<file path="config.mk">
export PLATFORM = sky130hd
export DESIGN_NAME = mcp_back
export DESIGN_NICKNAME = d
export VERILOG_FILES = /design/src/design/assert_macros.svh /design/src/design/mcp_pkg.sv /design/src/design/mcp_back.sv
export SDC_FILE = /design/constraint.sdc
export NUM_CORES = 2
export LEC_CHECK = 0
export ABC_AREA = 1
export BUFFER_PORTS_ARGS = -buffer_cell sky130_fd_sc_hd__buf_4
export CAP_MARGIN = 20
export CELL_PAD_IN_SITES_DETAIL_PLACEMENT = 1
export CELL_PAD_IN_SITES_GLOBAL_PLACEMENT = 1
export CORE_MARGIN = 8
export CORE_UTILIZATION = 52
export CTS_CLUSTER_SIZE = 28
export DETAILED_ROUTE_END_ITERATION = 8
export PLACE_DENSITY_LB_ADDON = 0.05
export SYNTH_ARGS = -nofsm -noshare
export SYNTH_HDL_FRONTEND = slang
export SYNTH_SLANG_ARGS = --single-unit
</file>
<file path="constraint.sdc">
create_clock -name clk -period 13.3 [get_ports clk]
set_input_delay 1.33 -clock clk [delete_from_list [all_inputs] [get_ports clk]]
set_output_delay 1.33 -clock clk [all_outputs]
set_load 0.02 [all_outputs]
</file>
<file path="src/design/assert_macros.svh">
// Assertion macros shared by the pricer RTL.
`ifndef ASSERT_MACROS_SVH
`define ASSERT_MACROS_SVH

// Same-cycle implication, disabled in reset.
`define MCP_ASSERT_IMP(label, clk, rst_n, ante, cons) \
    label: assert property (@(posedge clk) disable iff (!rst_n) (ante) |-> (cons)) \
        else $error("pricer assertion failed");

// Next-cycle implication, disabled in reset.
`define MCP_ASSERT_NXT(label, clk, rst_n, ante, cons) \
    label: assert property (@(posedge clk) disable iff (!rst_n) (ante) |=> (cons)) \
        else $error("pricer assertion failed");

`endif

</file>
<file path="src/design/mcp_pkg.sv">
// Shared types, constants and functions of the call pricer.
package mcp_pkg;

    localparam int COUNT_BITS = 32;
    localparam int Q_DEPTH    = 4;
    localparam int Q_PTR_BITS = $clog2(Q_DEPTH);

    localparam logic [30:0] L2E_Q30 = 31'd1549082005;
    localparam logic [31:0] LN2_Q32 = 32'd2977044472;
    localparam logic [30:0] ONE_Q30 = 31'h4000_0000;
    localparam logic [3:0]  HORNER_TERMS = 4'd12;

    typedef enum logic [2:0] {
        CFG_SPOT      = 3'd0,
        CFG_STRIKE    = 3'd1,
        CFG_DRIFT     = 3'd2,
        CFG_DIFFUSION = 3'd3,
        CFG_DISCOUNT  = 3'd4
    } cfg_index_t;

    typedef struct packed {
        logic [15:0] spot;
        logic [15:0] strike;
        logic [15:0] drift;
        logic [14:0] diffusion;
        logic [15:0] discount;
    } cfg_t;

    typedef struct packed {
        logic        last;
        logic [31:0] payoff;
    } q_entry_t;

    typedef enum logic [2:0] {
        F_IDLE, F_LOGRET, F_LOG2, F_FRAC, F_HMUL, F_HDIV, F_PRICE, F_PUSH
    } front_state_t;

    typedef enum logic [2:0] {
        B_IDLE, B_DIV, B_MUL, B_FIN
    } back_state_t;

    // ceil(2^35/n): exact floor division of a 31-bit value by n = 1..12
    function automatic logic [35:0] recip(input logic [3:0] n);
        logic [35:0] r;
        case (n)
            4'd2:    r = 36'd17179869184;
            4'd3:    r = 36'd11453246123;
            4'd4:    r = 36'd8589934592;
            4'd5:    r = 36'd6871947674;
            4'd6:    r = 36'd5726623062;
            4'd7:    r = 36'd4908534053;
            4'd8:    r = 36'd4294967296;
            4'd9:    r = 36'd3817748708;
            4'd10:   r = 36'd3435973837;
            4'd11:   r = 36'd3123612579;
            4'd12:   r = 36'd2863311531;
            default: r = 36'd34359738368;
        endcase
        return r;
    endfunction

endpackage

</file>
<file path="src/design/mcp_back.sv">
// Back end: accumulates payoffs and forms the discounted batch mean.
module mcp_back (
    input  logic              clk,
    input  logic              rst_n,
    input  mcp_pkg::cfg_t     cfg,
    input  logic              q_empty,
    input  mcp_pkg::q_entry_t q_entry,
    output logic              q_pop,
    output logic              m_tvalid,
    input  logic              m_tready,
    output logic [71:0]       m_tdata
);

    localparam int CB = mcp_pkg::COUNT_BITS;

    mcp_pkg::back_state_t state_reg, state_next;

    logic [63:0]   sum_reg;
    logic [CB-1:0] count_reg;
    logic          ovf_reg;
    logic [63:0]   quo_reg;
    logic [CB:0]   rem_reg;
    logic [5:0]    bit_reg;
    logic [63:0]   hi_reg;
    logic [15:0]   lo_reg;
    logic          out_valid_reg;
    logic [71:0]   out_data_reg;

    logic [64:0]   sum_ext;
    logic [CB:0]   rem_sh;
    logic          take;
    logic          load_out;
    logic [33:0]   v_add;
    logic [31:0]   value;

    always_comb
    begin
        sum_ext = {1'b0, sum_reg} + 65'(q_entry.payoff);
        rem_sh  = {rem_reg[CB-1:0], quo_reg[63]};
        take    = (rem_sh >= {1'b0, count_reg});
        v_add   = 34'(hi_reg[31:0]) + 34'(lo_reg);
        if (|hi_reg[63:32] || |v_add[33:32])
            value = 32'hFFFF_FFFF;
        else
            value = v_add[31:0];
    end

    always_comb
    begin
        state_next = state_reg;
        case (state_reg)
            mcp_pkg::B_IDLE:
                if (!q_empty && q_entry.last) state_next = mcp_pkg::B_DIV;
            mcp_pkg::B_DIV:
                if (bit_reg == 6'd63) state_next = mcp_pkg::B_MUL;
            mcp_pkg::B_MUL: state_next = mcp_pkg::B_FIN;
            mcp_pkg::B_FIN:
                if (!out_valid_reg || m_tready) state_next = mcp_pkg::B_IDLE;
            default: state_next = mcp_pkg::B_IDLE;
        endcase
    end

    always_comb
    begin
        q_pop    = 1'b0;
        load_out = 1'b0;
        case (state_reg)
            mcp_pkg::B_IDLE: q_pop = !q_empty;
            mcp_pkg::B_FIN:  load_out = !out_valid_reg || m_tready;
            default:
            begin
                q_pop    = 1'b0;
                load_out = 1'b0;
            end
        endcase
    end

    assign m_tvalid = out_valid_reg;
    assign m_tdata  = out_data_reg;

    always_ff @(posedge clk or negedge rst_n)
    begin
        if (!rst_n)
        begin
            state_reg     <= mcp_pkg::B_IDLE;
            sum_reg       <= '0;
            count_reg     <= '0;
            ovf_reg       <= 1'b0;
            out_valid_reg <= 1'b0;
        end
        else
        begin
            state_reg <= state_next;
            if (q_pop)
            begin
                if (sum_ext[64])
                begin
                    sum_reg <= '1;
                    ovf_reg <= 1'b1;
                end
                else
                    sum_reg <= sum_ext[63:0];
                if (count_reg != '1)
                    count_reg <= count_reg + 1'b1;
            end
            if (load_out)
            begin
                out_valid_reg <= 1'b1;
                sum_reg       <= '0;
                count_reg     <= '0;
                ovf_reg       <= 1'b0;
            end
            else if (m_tready)
                out_valid_reg <= 1'b0;
        end
    end

    always_ff @(posedge clk)
    begin
        case (state_reg)
            mcp_pkg::B_IDLE:
            begin
                // sum after this payoff is applied
                quo_reg <= sum_ext[64] ? 64'hFFFF_FFFF_FFFF_FFFF : sum_ext[63:0];
                rem_reg <= '0;
                bit_reg <= '0;
            end
            mcp_pkg::B_DIV:
            begin
                rem_reg <= take ? rem_sh - {1'b0, count_reg} : rem_sh;
                quo_reg <= {quo_reg[62:0], take};
                bit_reg <= bit_reg + 1'b1;
            end
            mcp_pkg::B_MUL:
            begin
                hi_reg <= 64'(quo_reg[63:16]) * 64'(cfg.discount);
                lo_reg <= 16'((32'(quo_reg[15:0]) * 32'(cfg.discount)) >> 16);
            end
            default: ;
        endcase
        if (load_out)
            out_data_reg <= {7'b0, ovf_reg, 32'(count_reg), value};
    end

endmodule

</file>
==> flow_summary.json <==
{
  "clkSlewWorstSetupHoldPaths_ns": 0.06,
  "num_vias": 48028,
  "crit_slowest_cell": "buf_4",
  "area_growth_pct": 5.76,
  "min_path_cells": 0,
  "rsz0062_at_grt": "false",
  "hold_path_class": "flip-flop to flip-flop",
  "drc": 0,
  "critPathTopFamily": "adder cells",
  "first_global_vias": 53378,
  "start_util_pct": 52.4,
  "fin_util_pct": 55.5,
  "reg2reg_from": "quo_reg[56]",
  "status": "finished clean",
  "htreeDepth": 2,
  "fin_skew_ns": 0.0526,
  "end_kind": "flip-flop",
  "cts_setup_buffers": 0,
  "critPathLaunch": "cfg[4]",
  "fmax_ghz": 0.129,
  "required_ns": 13.69,
  "grt_max_degree": 67,
  "async_flop_share_pct": 28.8,
  "port_buffers": 119,
  "min_period_ns": 7.76,
  "ys_seq_area_share_pct": 18.0,
  "core.rowCount": 119,
  "slew_viol_final": 0,
  "reg2reg_depth": 22,
  "largest_reg_flops": 65,
  "ys_seq_elements": 347,
  "yosys.area_share.simple_pct": 23.5,
  "path_buf_inv": 8,
  "dr.pass1.iters": 6,
  "tightest_slew_ns": 1.14,
  "slew_headroom_pct": 23.8,
  "crit_cells": 24,
  "layout.nets": 8579,
  "synth_edf_count": 247,
  "cp_max_fo": 37,
  "fp.dieW_um": 342,
  "synth_flop_cell": "edfxtp_1",
  "cts_resized": 0,
  "clock_latency_ns": 0.65,
  "wire_per_inst_um": 21.4,
  "setup_viol": 0,
  "ys_warn_count": 0,
  "cts_sinks": 347,
  "wirelength_um": 187000,
  "hpwl_um": 145000,
  "max_cap_violations": 0,
  "drive_gt1_share_pct": 3.68,
  "root_buffer": "clkbuf_16",
  "setup_ws_ns": 5.54,
  "place_ws_ns": 5.02,
  "final_hold_viol_count": 0,
  "cp.arrival_ns": 8.15,
  "grt-ovfl-total": 0,
  "synthCells": 7408,
  "synth_xor_xnor_area_share_pct": 1.78,
  "cts_tree": "built",
  "antenna_found_initial": 5,
  "cts_buffer_depth": 3,
  "grt_use_total_pct": 32.1,
  "synth_area_um2": 55200,
  "drt_iter0_markers": 3018,
  "path_class": "primary input to flip-flop",
  "postRouteAntennaNets": 0,
  "grt_pass1_wl_um": 295000,
  "synthMuxAreaShare_pct": 0,
  "slowest_delay_ns": 0.59,
  "finalSetupTns_ns": 0,
  "die_h_um": 342,
  "globalplace.congestion": 0.957,
  "viasPerCell": 5.50,
  "syn_avg_cell_area_um2": 7.45,
  "core-area_um2": 105000,
  "cts_made_buffers": 43,
  "cts_hold_buf": 0,
  "synth_top_family_by_area": "adder cells",
  "io-pin-count": 190,
  "worstHoldStart": "ovf_reg",
  "placed_cells": 8647,
  "path_cells": "buf_4, buf_4, nand2_1, fa_1, inv_1, fa_1, inv_1, fa_1, inv_1, fa_1, fa_1, inv_1, fa_1, inv_1, ha_1, inv_1, o21ai_0, a21oi_1, a21boi_0, o21ai_0, a21oi_1, nand2_1, nand2_1, nand2_1",
  "synth-adder-area-share_pct": 37.7,
  "post-route-period-util_pct": 58.3,
  "synth_compound_area_share_pct": 4.80,
  "yosysUniqueCellTypes": 50,
  "final_cells": 8729,
  "critPathLaunchType": "primary input",
  "die_area_um2": 117000
}
synthesized netlist by cell type, drive strengths merged, types with 13 or more instances:
cell       n  area [µm²]
xnor2     25         219
inv     1765        6630
o21bai    19         143
a21oi    222        1110
nand4     48         307
nor2     445        1710
or2       13        81.3
edfxtp   247        7420
a31oi     17         106
buf       64         322
nor3      92         472
nand2   2331        8770
clkbuf   237         891
ha       323        4040
o21ai    184         928
a21o      13        97.6
nand3    261        1380
xor2      87         762
fa       838       16800
nor4      22         138
dfrtp    100        2500
logic make-up (layout without fill, tap and decap cells):
kind of cell    after synthesis  after routing
fa+ha+maj                  1161           1161
xor+xnor                    112            112
compound gates              490            490
flops                       347            347
buf+inv                    2066           1989
simple gates               3231           3231
other cells                   1              8
cell type report:
class                           instances  area [µm²]
Antenna cell                            1        2.50
Clock buffer                           53        1140
Clock inverter                         27         343
Fill cell                           13380       46900
Inverter                             1765        6630
Multi-Input combinational cell       5001       37500
Sequential cell                       347        9920
Tap cell                             1391        1740
Timing Repair Buffer                  144        1100
per-layer routing:
layer  global-route usage [%]  routed length [µm]  vias up
met2                     53.7               88500     1530
met3                     7.11               14800      360
met5                        0                  41        -
met4                     9.78                5710        6
met1                     41.6               78200    24438
li1                         -                   -    21694
final timing paths:
path                                 to  slack [ns]
max                          hi_reg[59]        5.54
min                         m_tdata[64]        0.45
max reg2reg                  hi_reg[59]        6.27
min reg2reg                 m_tdata[64]        0.45
max in group asynchronous  count_reg[2]       11.52
min in group asynchronous   sum_reg[10]        0.69
placed cells by master, fill, tap and decap left out, drive strengths merged, types with 2 or more instances in the layout:
| cell type | n |
|---|---|
| a211oi | 3 |
| a21boi | 6 |
| a21o | 13 |
| a21oi | 222 |
| a31oi | 17 |
| and2 | 3 |
| and3 | 4 |
| buf | 144 |
| bufinv | 5 |
| clkbuf | 53 |
| clkinv | 17 |
| conb | 7 |
| dfrtp | 100 |
| edfxtp | 247 |
| fa | 838 |
| ha | 323 |
| inv | 1769 |
| nand2 | 2331 |
| nand3 | 261 |
| nand3b | 10 |
| nand4 | 48 |
| nor2 | 445 |
| nor3 | 92 |
| nor3b | 2 |
| nor4 | 22 |
| o211ai | 6 |
| o21a | 10 |
| o21ai | 184 |
| o21bai | 19 |
| o22ai | 2 |
| o31ai | 6 |
| or2 | 13 |
| xnor2 | 25 |
| xor2 | 87 |
metrics by stage:
stage | area [µm²] | hold slack [ns]
global placement | 56900 | 0.431
finish | 58400 | 0.453
CTS | 58400 | 0.453
floorplan | 55200 | 0.425
detailed placement | 56900 | 0.434
global route | 58400 | 0.484
Power is not shown: default switching activity piles up to over one toggle a cycle in this logic, so the estimate is an artifact.
