## src/design/assert_macros.svh

```systemverilog
// Assertion macros shared by the pricer RTL.
`ifndef ASSERT_MACROS_SVH
`define ASSERT_MACROS_SVH

// Same-cycle implication, disabled in reset.
`define MCP_ASSERT_IMP(label, clk, rst_n, ante, cons) \
    label: assert property (@(posedge clk) disable iff (!rst_n) (ante) |-> (cons)) \
        else $error("pricer assertion failed");

// Next-cycle implication, disabled in reset.
`define MCP_ASSERT_NXT(label, clk, rst_n, ante, cons) \
    label: assert property (@(posedge clk) disable iff (!rst_n) (ante) |=> (cons)) \
        else $error("pricer assertion failed");

`endif

```

## src/design/mcp_pkg.sv

```systemverilog
// Shared types, constants and functions of the call pricer.
package mcp_pkg;

    localparam int COUNT_BITS = 32;
    localparam int Q_DEPTH    = 4;
    localparam int Q_PTR_BITS = $clog2(Q_DEPTH);

    localparam logic [30:0] L2E_Q30 = 31'd1549082005;
    localparam logic [31:0] LN2_Q32 = 32'd2977044472;
    localparam logic [30:0] ONE_Q30 = 31'h4000_0000;
    localparam logic [3:0]  HORNER_TERMS = 4'd12;

    typedef enum logic [2:0] {
        CFG_SPOT      = 3'd0,
        CFG_STRIKE    = 3'd1,
        CFG_DRIFT     = 3'd2,
        CFG_DIFFUSION = 3'd3,
        CFG_DISCOUNT  = 3'd4
    } cfg_index_t;

    typedef struct packed {
        logic [15:0] spot;
        logic [15:0] strike;
        logic [15:0] drift;
        logic [14:0] diffusion;
        logic [15:0] discount;
    } cfg_t;

    typedef struct packed {
        logic        last;
        logic [31:0] payoff;
    } q_entry_t;

    typedef enum logic [2:0] {
        F_IDLE, F_LOGRET, F_LOG2, F_FRAC, F_HMUL, F_HDIV, F_PRICE, F_PUSH
    } front_state_t;

    typedef enum logic [2:0] {
        B_IDLE, B_DIV, B_MUL, B_FIN
    } back_state_t;

    // ceil(2^35/n): exact floor division of a 31-bit value by n = 1..12
    function automatic logic [35:0] recip(input logic [3:0] n);
        logic [35:0] r;
        case (n)
            4'd2:    r = 36'd17179869184;
            4'd3:    r = 36'd11453246123;
            4'd4:    r = 36'd8589934592;
            4'd5:    r = 36'd6871947674;
            4'd6:    r = 36'd5726623062;
            4'd7:    r = 36'd4908534053;
            4'd8:    r = 36'd4294967296;
            4'd9:    r = 36'd3817748708;
            4'd10:   r = 36'd3435973837;
            4'd11:   r = 36'd3123612579;
            4'd12:   r = 36'd2863311531;
            default: r = 36'd34359738368;
        endcase
        return r;
    endfunction

endpackage

```

## src/design/mcp_queue.sv

```systemverilog
// Short payoff queue between the front and back ends.
module mcp_queue (
    input  logic              clk,
    input  logic              rst_n,
    input  logic              push,
    input  mcp_pkg::q_entry_t push_entry,
    output logic              full,
    input  logic              pop,
    output mcp_pkg::q_entry_t pop_entry,
    output logic              empty
);

    mcp_pkg::q_entry_t                  mem_reg [mcp_pkg::Q_DEPTH];
    logic [mcp_pkg::Q_PTR_BITS-1:0]     wr_reg, rd_reg;
    logic [mcp_pkg::Q_PTR_BITS:0]       cnt_reg;

    assign full      = (cnt_reg == (mcp_pkg::Q_PTR_BITS+1)'(mcp_pkg::Q_DEPTH));
    assign empty     = (cnt_reg == '0);
    assign pop_entry = mem_reg[rd_reg];

    always_ff @(posedge clk or negedge rst_n)
    begin
        if (!rst_n)
        begin
            wr_reg  <= '0;
            rd_reg  <= '0;
            cnt_reg <= '0;
        end
        else
        begin
            if (push)
                wr_reg <= wr_reg + 1'b1;
            if (pop)
                rd_reg <= rd_reg + 1'b1;
            if (push && !pop)
                cnt_reg <= cnt_reg + 1'b1;
            else if (pop && !push)
                cnt_reg <= cnt_reg - 1'b1;
        end
    end

    always_ff @(posedge clk)
    begin
        if (push)
            mem_reg[wr_reg] <= push_entry;
    end

endmodule

```

## config.mk

```make
export PLATFORM = sky130hd
export DESIGN_NAME = mcp_queue
export DESIGN_NICKNAME = d
export VERILOG_FILES = /design/src/design/assert_macros.svh /design/src/design/mcp_pkg.sv /design/src/design/mcp_queue.sv
export SDC_FILE = /design/constraint.sdc
export NUM_CORES = 1
export LEC_CHECK = 0
export ABC_CLOCK_PERIOD_IN_PS = 3250
export BUFFER_PORTS_ARGS = -buffer_cell sky130_fd_sc_hd__buf_2
export CAP_MARGIN = 10
export CORE_UTILIZATION = 25
export DETAILED_ROUTE_END_ITERATION = 10
export PLACE_DENSITY = 0.5
export RECOVER_POWER = 100
export SYNTH_ARGS = -nofsm -noshare
export SYNTH_HDL_FRONTEND = slang
export SYNTH_SLANG_ARGS = --single-unit
```

## constraint.sdc

```tcl
create_clock -name clk -period 3.25 [get_ports clk]
set_clock_uncertainty 0.05 [all_clocks]
set_input_delay 0.4875 -clock clk [delete_from_list [all_inputs] [get_ports clk]]
set_output_delay 0.4875 -clock clk [all_outputs]
set_load 0.02 [all_outputs]
```

==> results of run 1 <==
==> area by class of cell <==
cell class | instances | area (um2)
fill | 2031 | 13900
inverter | 4 | 15.0
sequential | 139 | 4140
clock inverter | 14 | 154
multi-input combinational | 56 | 962
clock buffer | 18 | 429
tap | 270 | 338
timing repair buffer | 82 | 343
==> per-layer routing <==
metal	track usage [%]	part of all wire, %	vias to the layer above
met1	11.6	43	1263
met3	4.25	5.3	12
met2	17.1	50	53
li1	-	-	1057
met5	0	0	-
met4	3.91	1.4	0
==> power groups by stage <==
stage	clock [mW]	combinational, mW	sequential (mW)
after floorplan	0	1.34	2.46
after global placement	0	1.78	2.57
after detailed placement	0	1.79	2.59
after CTS	1.95	1.79	2.55
after global routing	2.01	1.78	2.59
final	1.90	1.64	2.54
==> worst min path at each step <==
stage	from	end	slack [ns]	depth (start not counted)
finish	push_entry[8]	mem_reg[2][8]$_DFFE_PP_	0.28	1
floorplan	rst_n	cnt_reg[0]$_DFFE_PN0P_	0.14	0
global placement	rst_n	cnt_reg[2]$_DFFE_PN0P_	0.28	1
CTS	push_entry[13]	mem_reg[3][13]$_DFFE_PP_	0.22	1
global route	push_entry[30]	mem_reg[0][30]$_DFFE_PP_	0.27	1
detailed placement	rst_n	cnt_reg[1]$_DFFE_PN0P_	0.29	1
==> Yosys cell counts <==
| master | n | area (um2) |
|---|---|---|
| xnor2_1 | 2 | 17.5 |
| inv_1 | 4 | 15.0 |
| xor2_1 | 4 | 35.0 |
| mux4_1 | 5 | 131 |
| buf_12 | 3 | 60.1 |
| mux2_2 | 1 | 11.3 |
| buf_6 | 1 | 11.3 |
| dfrtp_1 | 7 | 175 |
| nand2_1 | 2 | 7.51 |
| and2_1 | 4 | 25.0 |
| nor3_1 | 1 | 5.00 |
| edfxtp_1 | 132 | 3960 |
| ha_1 | 5 | 62.6 |
| nor3b_1 | 1 | 7.51 |
| nor2_1 | 1 | 3.75 |
| fa_1 | 1 | 20.0 |
| buf_2 | 4 | 20.0 |
| o21ai_0 | 1 | 5.00 |
| mux4_2 | 28 | 631 |
==> cells by family (layout without fill, tap and decap cells) <==
| logic type | after synthesis | in the layout | synth area share, % |
|---|---|---|---|
| xor gates and xnor gates | 6 | 6 | 1.01 |
| buffers and inverters | 12 | 118 | 2.04 |
| AOI/OAI and AO/OA | 1 | 1 | 0.0960 |
| DFF | 139 | 139 | 79.5 |
| adders and majority gates | 6 | 6 | 1.59 |
| and+or+nand+nor | 9 | 9 | 0.937 |
| muxes | 34 | 34 | 14.8 |
==> per-stage QoR <==
step | util, % | std cells | setup slack [ns] | hold slack (ns) | power (mW)
6_report | 31.4 | 583 | 0.481 | 0.282 | 6.08
5_1_grt | 31.4 | 583 | 0.263 | 0.268 | 6.39
4_1_cts | 32.0 | 583 | 0.501 | 0.219 | 6.29
3_5_place_dp | 29.1 | 550 | 0.961 | 0.289 | 4.38
3_3_place_gp | 29.1 | 550 | 0.967 | 0.284 | 4.35
2_1_floorplan | - | 207 | 1.38 | 0.142 | 3.80
==> cell usage in the layout, fill, tap and decap left out <==
cell | synthesis | layout
and2_0 | 0 | 4
clkinv_2 | 0 | 1
nor2_1 | 1 | 1
clkinv_4 | 0 | 2
dfrtp_2 | 0 | 2
buf_2 | 4 | 2
o21ai_0 | 1 | 1
clkinvlp_4 | 0 | 3
nor3_1 | 1 | 1
fa_1 | 1 | 1
mux4_1 | 5 | 5
dlygate4sd3_1 | 0 | 1
clkbuf_1 | 0 | 75
xnor2_1 | 2 | 2
mux2_2 | 1 | 1
dfrtp_1 | 7 | 5
xor2_1 | 4 | 4
nand2_1 | 2 | 2
edfxtp_1 | 132 | 132
buf_4 | 0 | 2
clkbuf_2 | 0 | 2
bufinv_16 | 0 | 3
nor3b_1 | 1 | 1
buf_12 | 3 | 1
clkinv_1 | 0 | 5
inv_1 | 4 | 4
mux4_2 | 28 | 28
ha_1 | 5 | 5
clkbuf_16 | 0 | 17
==> timing repair <==
action,CTS,global route
hold buffers,1,0
hold endpoints to repair,7,0
resized for setup,0,0
==> impl_metrics.toml, run 1 <==
[run_status]
status = "complete, but fails checks"
violations = "max-capacitance violations, max-slew violations"

[run]
max_cap_violations = 1

[pwr]
p_sw_mw = 1.88
leakage_nw = 2.03
p_int_mw = 4.20
pwr_density_cell_nw_per_um2 = 953
seq_power_share_pct = 41.8
pwr-share-comb_pct = 26.9
power_frac_clock_pct = 31.3
sw_frac_of_total_pct = 31.0
ir_worst_vdd_uv = 304

[detailed_routing]
drc = 0
ant_nets = 0
routedWlPerCell_um = 17.2
via_per_inst = 4.09
via_count = 2385
drt-initial-drc-count = 75
wirelength_mm = 10.0
drtPass1Iterations = 4

[placed_design]
io_buffers = 71
placed_area_um2 = 5900
place_hpwl_mm = 6.42
gp_congestion = 0.611

[sta]
rsz0062_at_grt = "no"
fin_crit_ns = 2.77
tightest_slew_ns = 1.52
max_freq_mhz = 361
period_share_pct = 85.2
drv_slew = 18
setup-tns-final_ns = 0
timing.final.hold_violations = 0
finalSetupViolCount = 0
slew_headroom_pct = -1.66

[clock_tree]
clock-root-buffer = "clkbuf_16"
cts_made_buffers = 17
cts.sinks = 139
clockBufferDepth = 2
clk_pin_slew_ns = 0.06
cts_tree = "built"
cts_setup_buffers = 0
cts-htree-levels = 4
clk-insertion-delay-late_ns = 0.41

[cells_and_area]
area_delta_synth_final_pct = 22.6
drive_above_1_share_pct = 20.4
largest_register_ffs = 132
layout.nets = 343
final_area_um2 = 6380
antennaDiodeCount = 0

[grt]
grt_overflow = 0
grt_pass1_wl_mm = 15.5
grt_max_degree = 22
antenna_found_initial = 0
track_usage_pct = 10.2
grt_pass1_vias = 2643

[floorplan]
io_pins = 72
die_h_um = 146
core_area_um2 = 20300
initial_core_util_pct = 25.7
die_area_um2 = 21400
fp.dieW_um = 146
num_rows = 52

[critical_path]
critPathMaxFanout = 17
timing.rr.start = "wr_reg[0]$_DFFE_PN0P_"
cp-endpoint = "mem_reg[2][7]$_DFFE_PP_"
crit_slowest_cell = "and2_0"
r2r-end = "mem_reg[2][7]$_DFFE_PP_"
crit_chain = "inv_1 -> ha_1 -> and2_0 -> clkbuf_1"
cp-start-kind = "register"
rr_worst_depth = 4
cp_num_cells = 4
cp.required_ns = 3.25
crit_path_end_kind = "register"
critical_path_class = "register to register"
max_stage_delay_ns = 1.14
cp-startpoint = "wr_reg[0]$_DFFE_PN0P_"
worstPathBufferInverterCount = 2
arrival_ns = 2.76
cp_top_family = "simple AND/OR/NAND/NOR gates"
reg2reg_slack_ns = 0.48

[worst_hold_path]
hp-class = "primary input to register"

[synth]
synth_area_um2 = 5210
ys_warn_count = 0
syn_inst = 207
synth_area_per_cell_um2 = 25.2
synth_nets = 250
synth_seq_area_share_pct = 79.5
ys_seq_elements = 139
yosysUniqueCellTypes = 19
Power figures use the tool's default switching activity.
==> run 2, diff against run 1 <==
--- a/config.mk
+++ b/config.mk
@@ -8,6 +8,7 @@
 export ABC_CLOCK_PERIOD_IN_PS = 3250
 export BUFFER_PORTS_ARGS = -buffer_cell sky130_fd_sc_hd__buf_2
 export CAP_MARGIN = 10
+export CORE_MARGIN = 2
 export CORE_UTILIZATION = 25
 export DETAILED_ROUTE_END_ITERATION = 10
 export PLACE_DENSITY = 0.5
==> run 2 against run 1 <==
  * The run now ends clean
  * Largest power group unchanged
  * Routed wire length up 2.5%
  * Critical endpoint is now mem_reg[2][21]$_DFFE_PP_
  * Utilization up 0.27 points
  * Setup slack worse by 0.015 ns
==> impl_metrics.toml, run 2 (synthesis results as in run 1) <==
[critical_path]
arrival_ns = 2.77
crit_path_end_kind = "register"
critical_path_class = "register to register"
critPathMaxFanout = 17
cp-startpoint = "wr_reg[0]$_DFFE_PN0P_"
r2r-end = "mem_reg[2][21]$_DFFE_PP_"
cp-start-kind = "register"
rr_worst_depth = 4
reg2reg_slack_ns = 0.47
timing.rr.start = "wr_reg[0]$_DFFE_PN0P_"
cp.required_ns = 3.24
cp-endpoint = "mem_reg[2][21]$_DFFE_PP_"

[cells_and_area]
final_cell_mix = "edfxtp_1 (132), clkbuf_1 (75), mux4_2 (28)"
largest_register_ffs = 132
layout.nets = 343
area_delta_synth_final_pct = 24.0
drive_above_1_share_pct = 21.4
final_cells = 584
layout_commonest_cell = "edfxtp_1"

[clock_tree]
clockBufferDepth = 2
post_cts_resized = 0
clk-insertion-delay-late_ns = 0.41
cts_tree = "built"
clock-root-buffer = "clkbuf_16"
cts.sinks = 139
cts_setup_buffers = 0
clk_pin_slew_ns = 0.06
holdBufCountCts = 1
cts_made_buffers = 17
cts-htree-levels = 4

[grt]
grt_max_degree = 29
antenna_found_initial = 1
grt_pass1_vias = 2738
track_usage_pct = 9.90
grt_overflow = 0
grt_pass1_wl_mm = 15.7

[floorplan]
io_pins = 72
fp.dieW_um = 148
initial_core_util_pct = 25.6
core_area_um2 = 20400
die_h_um = 148
die_area_um2 = 22000
num_rows = 52

[placed_design]
gp_congestion = 0.657
pre_cts_slack_ns = 0.967
dp.cells = 550
io_buffers = 71
place_hpwl_mm = 6.74

[sta]
fin_crit_ns = 2.78
tightest_slew_ns = 1.41
drv_slew = 0
rsz0062_at_grt = "no"
max_freq_mhz = 359
setup_ws_ns = 0.465
period_share_pct = 85.7
timing.final.hold_violations = 0
slew_headroom_pct = 5.68
finalSetupViolCount = 0
setup-tns-final_ns = 0

[worst_hold_path]
min_from = "push_entry[1]"
hp-class = "primary input to register"

[detailed_routing]
wirelength_mm = 10.3
drt-initial-drc-count = 132
via_count = 2356
via_per_inst = 4.03
ant_nets = 0
drc = 0
drtPass1Iterations = 4
routedWlPerCell_um = 17.6

[pwr]
pwr_density_cell_nw_per_um2 = 978
ir_worst_vdd_uv = 331
leakage_nw = 2.07

[run]
max_cap_violations = 0

[run_status]
status = "finished, final reports clean"
## run 2: how the worst min path moves through the flow
stage,endpoint,cells past startpoint
final,mem_reg[2][1]$_DFFE_PP_,1
after global routing,mem_reg[1][23]$_DFFE_PP_,1
after CTS,mem_reg[0][1]$_DFFE_PP_,1
after detailed placement,cnt_reg[2]$_DFFE_PN0P_,1
after global placement,cnt_reg[2]$_DFFE_PN0P_,1
after floorplan,cnt_reg[0]$_DFFE_PN0P_,0
## run 2: report_power, final
part | total [mW] | switching, mW | internal (mW)
clock network | 2.12 | 0.688 | 1.43
logic | 1.61 | 0.963 | 0.650
registers | 2.59 | 0.227 | 2.36
## run 2: layer usage
layer	part of all wire, %	global-route usage, %	vias to the layer above	wire length [um]
li1	-	-	1058	-
met1	42	11.6	1222	4340
met2	50	16.4	59	5190
met3	5.8	3.93	17	599
met4	1.5	3.86	0	159
met5	0	0	-	0
## run 2: critical path, cell delays in order, from the launching register on
cell and delay [ns]:
dfrtp_1 0.43, inv_1 0.10, ha_1 0.13, and2_0 1.04, clkbuf_2 0.64
## run 2: cell type report
class / count / area, um2
antenna: 1 / 2.50
clock inverter: 13 / 223
tap: 270 / 338
sequential: 139 / 4140
timing repair buffer: 82 / 344
inverter: 4 / 15.0
multi-input combinational: 56 / 962
clock buffer: 19 / 433
fill: 1960 / 13900
## run 2: stage by stage
stage	hold WS [ns]	total power, mW	util, %	cell area [um2]
finish	0.289	6.32	31.7	6460
floorplan	0.142	3.80	-	5210
global placement	0.281	4.35	29.0	5900
detailed placement	0.288	4.39	29.0	5900
CTS	0.221	6.54	32.3	6570
global route	0.289	6.64	31.7	6460
==> run 3, diff against run 2 <==
--- a/config.mk
+++ b/config.mk
@@ -8,10 +8,10 @@
 export ABC_CLOCK_PERIOD_IN_PS = 3250
 export BUFFER_PORTS_ARGS = -buffer_cell sky130_fd_sc_hd__buf_2
 export CAP_MARGIN = 10
-export CORE_MARGIN = 2
-export CORE_UTILIZATION = 25
+export CORE_MARGIN = 3
+export CORE_UTILIZATION = 45
 export DETAILED_ROUTE_END_ITERATION = 10
-export PLACE_DENSITY = 0.5
+export PLACE_DENSITY = 0.74
 export RECOVER_POWER = 100
 export SYNTH_ARGS = -nofsm -noshare
 export SYNTH_HDL_FRONTEND = slang
==> constraint.sdc (replaced) <==
create_clock -name clk -period 3.25 [get_ports clk]
set_clock_uncertainty 0.05 [all_clocks]
set_input_delay 0.4875 -clock clk [delete_from_list [all_inputs] [get_ports clk]]
set_output_delay 0.4875 -clock clk [all_outputs]
set_load 0.1 [all_outputs]
==> run 3 against run 2 <==
  * The flow now finishes with violations (max-capacitance violations, max-slew violations)
  * Largest cell class unchanged
  * Global-route usage grew 4.4 points
  * Critical path depth down 1
  * Sequential share of layout area grew 1.8 points
  * First-iteration DRC count decreased by 24%
==> impl_metrics.toml, run 3 (synthesis results as in run 1) <==
[cells_and_area]
layout_commonest_cell = "edfxtp_1"
final_area_um2 = 6280
area_delta_synth_final_pct = 20.6
drive_above_1_share_pct = 30.2
antennaDiodeCount = 0
largest_register_ffs = 132
layout.nets = 335
fillers = 861
final_cell_mix = "edfxtp_1 (132), clkbuf_1 (41), mux4_2 (28)"

[detailed_routing]
drtPass1Iterations = 4
wl_met3_um = 479
ant_nets = 0
drt-initial-drc-count = 100
via_count = 2301
wl_met2_mm = 4.41
via_per_inst = 5.17
routed.top_layer = "met4"
routedWlPerCell_um = 19.0
drc = 0
wl_met1_mm = 3.52
wirelength_mm = 8.45

[sta]
max_freq_mhz = 346
setup-tns-final_ns = 0
rsz0062_at_grt = "no"
timing.final.hold_violations = 0
period_share_pct = 89.0
tightest_slew_ns = 1.72
drv_slew = 136
finalHoldWorstSlack_ns = 0.252
finalSetupViolCount = 0
slew_headroom_pct = -14.6
fin_crit_ns = 2.89

[placed_design]
gp_congestion = 0.665
io_buffers = 71
placed_area_um2 = 5680

[clock_tree]
cts.sinks = 139
cts_made_buffers = 17
cts_setup_buffers = 0
clock-root-buffer = "clkbuf_16"
clk_pin_slew_ns = 0.05
clk-insertion-delay-late_ns = 0.40
cts_tree = "built"
cts-htree-levels = 4
clockBufferDepth = 2

[critical_path]
cp_top_family = "buffers and inverters"
critPathMaxFanout = 27
max_stage_delay_ns = 0.66
crit_chain = "buf_12 -> mux4_1 -> clkbuf_2"
worstPathBufferInverterCount = 2
crit_slowest_cell = "dfrtp_1"
crit_path_end_kind = "output pin"
critical_path_class = "register to output pin"
cp.required_ns = 2.71
arrival_ns = 2.35
cp-start-kind = "register"

[grt]
antenna_found_initial = 0
grt_max_degree = 34
track_usage_pct = 14.3
grt_pass1_wl_mm = 13.5
grt_pass1_vias = 2500
grt_overflow = 0

[floorplan]
core_area_um2 = 11100
io_pins = 72
initial_core_util_pct = 47.0
fp.dieW_um = 114
die_area_um2 = 12900
num_rows = 38
die_h_um = 114

[run_status]
violations = "max-capacitance violations, max-slew violations"
status = "complete, but fails checks"

[run]
max_cap_violations = 4

[worst_hold_path]
hp-class = "primary input to register"
[run 3: cell types whose count changed in the layout (fill, tap and decap cells not counted), moves of 2 or more]
cell	before	now
inv_6	0	2
clkbuf_2	2	27
clkinvlp_4	4	2
clkinv_4	0	3
and2_0	4	0
and2_1	0	4
clkbuf_1	75	41
[run 3: metrics by stage]
step	worst slack [ns]	instances	utilization, %
floorplan	0.0597	207	-
global placement	0.984	412	51.3
detailed placement	0.987	412	51.3
CTS	0.546	445	57.2
global route	0.254	445	56.7
finish	0.358	445	56.7
[run 3: worst paths after layout]
check | from | end | slack, ns | cells past startpoint
setup reg to reg | wr_reg[1]$_DFFE_PN0P_ | mem_reg[1][5]$_DFFE_PP_ | 0.87 | 3
max in group asynchronous | rst_n | rd_reg[1]$_DFFE_PN0P_ | 2.36 | 2
hold reg to reg | cnt_reg[2]$_DFFE_PN0P_ | cnt_reg[2]$_DFFE_PN0P_ | 0.44 | 1
min in group asynchronous | rst_n | wr_reg[0]$_DFFE_PN0P_ | 0.47 | 2
hold / removal | pop | rd_reg[0]$_DFFE_PN0P_ | 0.25 | 2
setup / recovery | rd_reg[0]$_DFFE_PN0P_ | pop_entry[19] | 0.36 | 3
[run 3: cell type report]
type	count	area (um2)	area share (%)
Clock buffer	17	425	6.77
Clock inverter	15	221	3.53
Inverter	4	15.0	0.239
Multi-Input combinational cell	56	962	15.3
Sequential cell	139	4140	65.9
Tap cell	140	175	2.79
Timing Repair Buffer	74	342	5.44
[run 3: per-layer routing]
metal / global-route usage [%] / vias up
met5: 0 / -
met4: 5.37 / 0
met3: 5.15 / 4
met2: 23.2 / 67
met1: 17.9 / 1189
li1: - / 1041
[run 3: repair_timing]
action	CTS	global route
hold buffers	1	0
hold endpoints to repair	7	0
resized for setup	0	0
Power of run 3 is not shown: default switching activity piles up to over one toggle a cycle in this logic, so the estimate is an artifact.
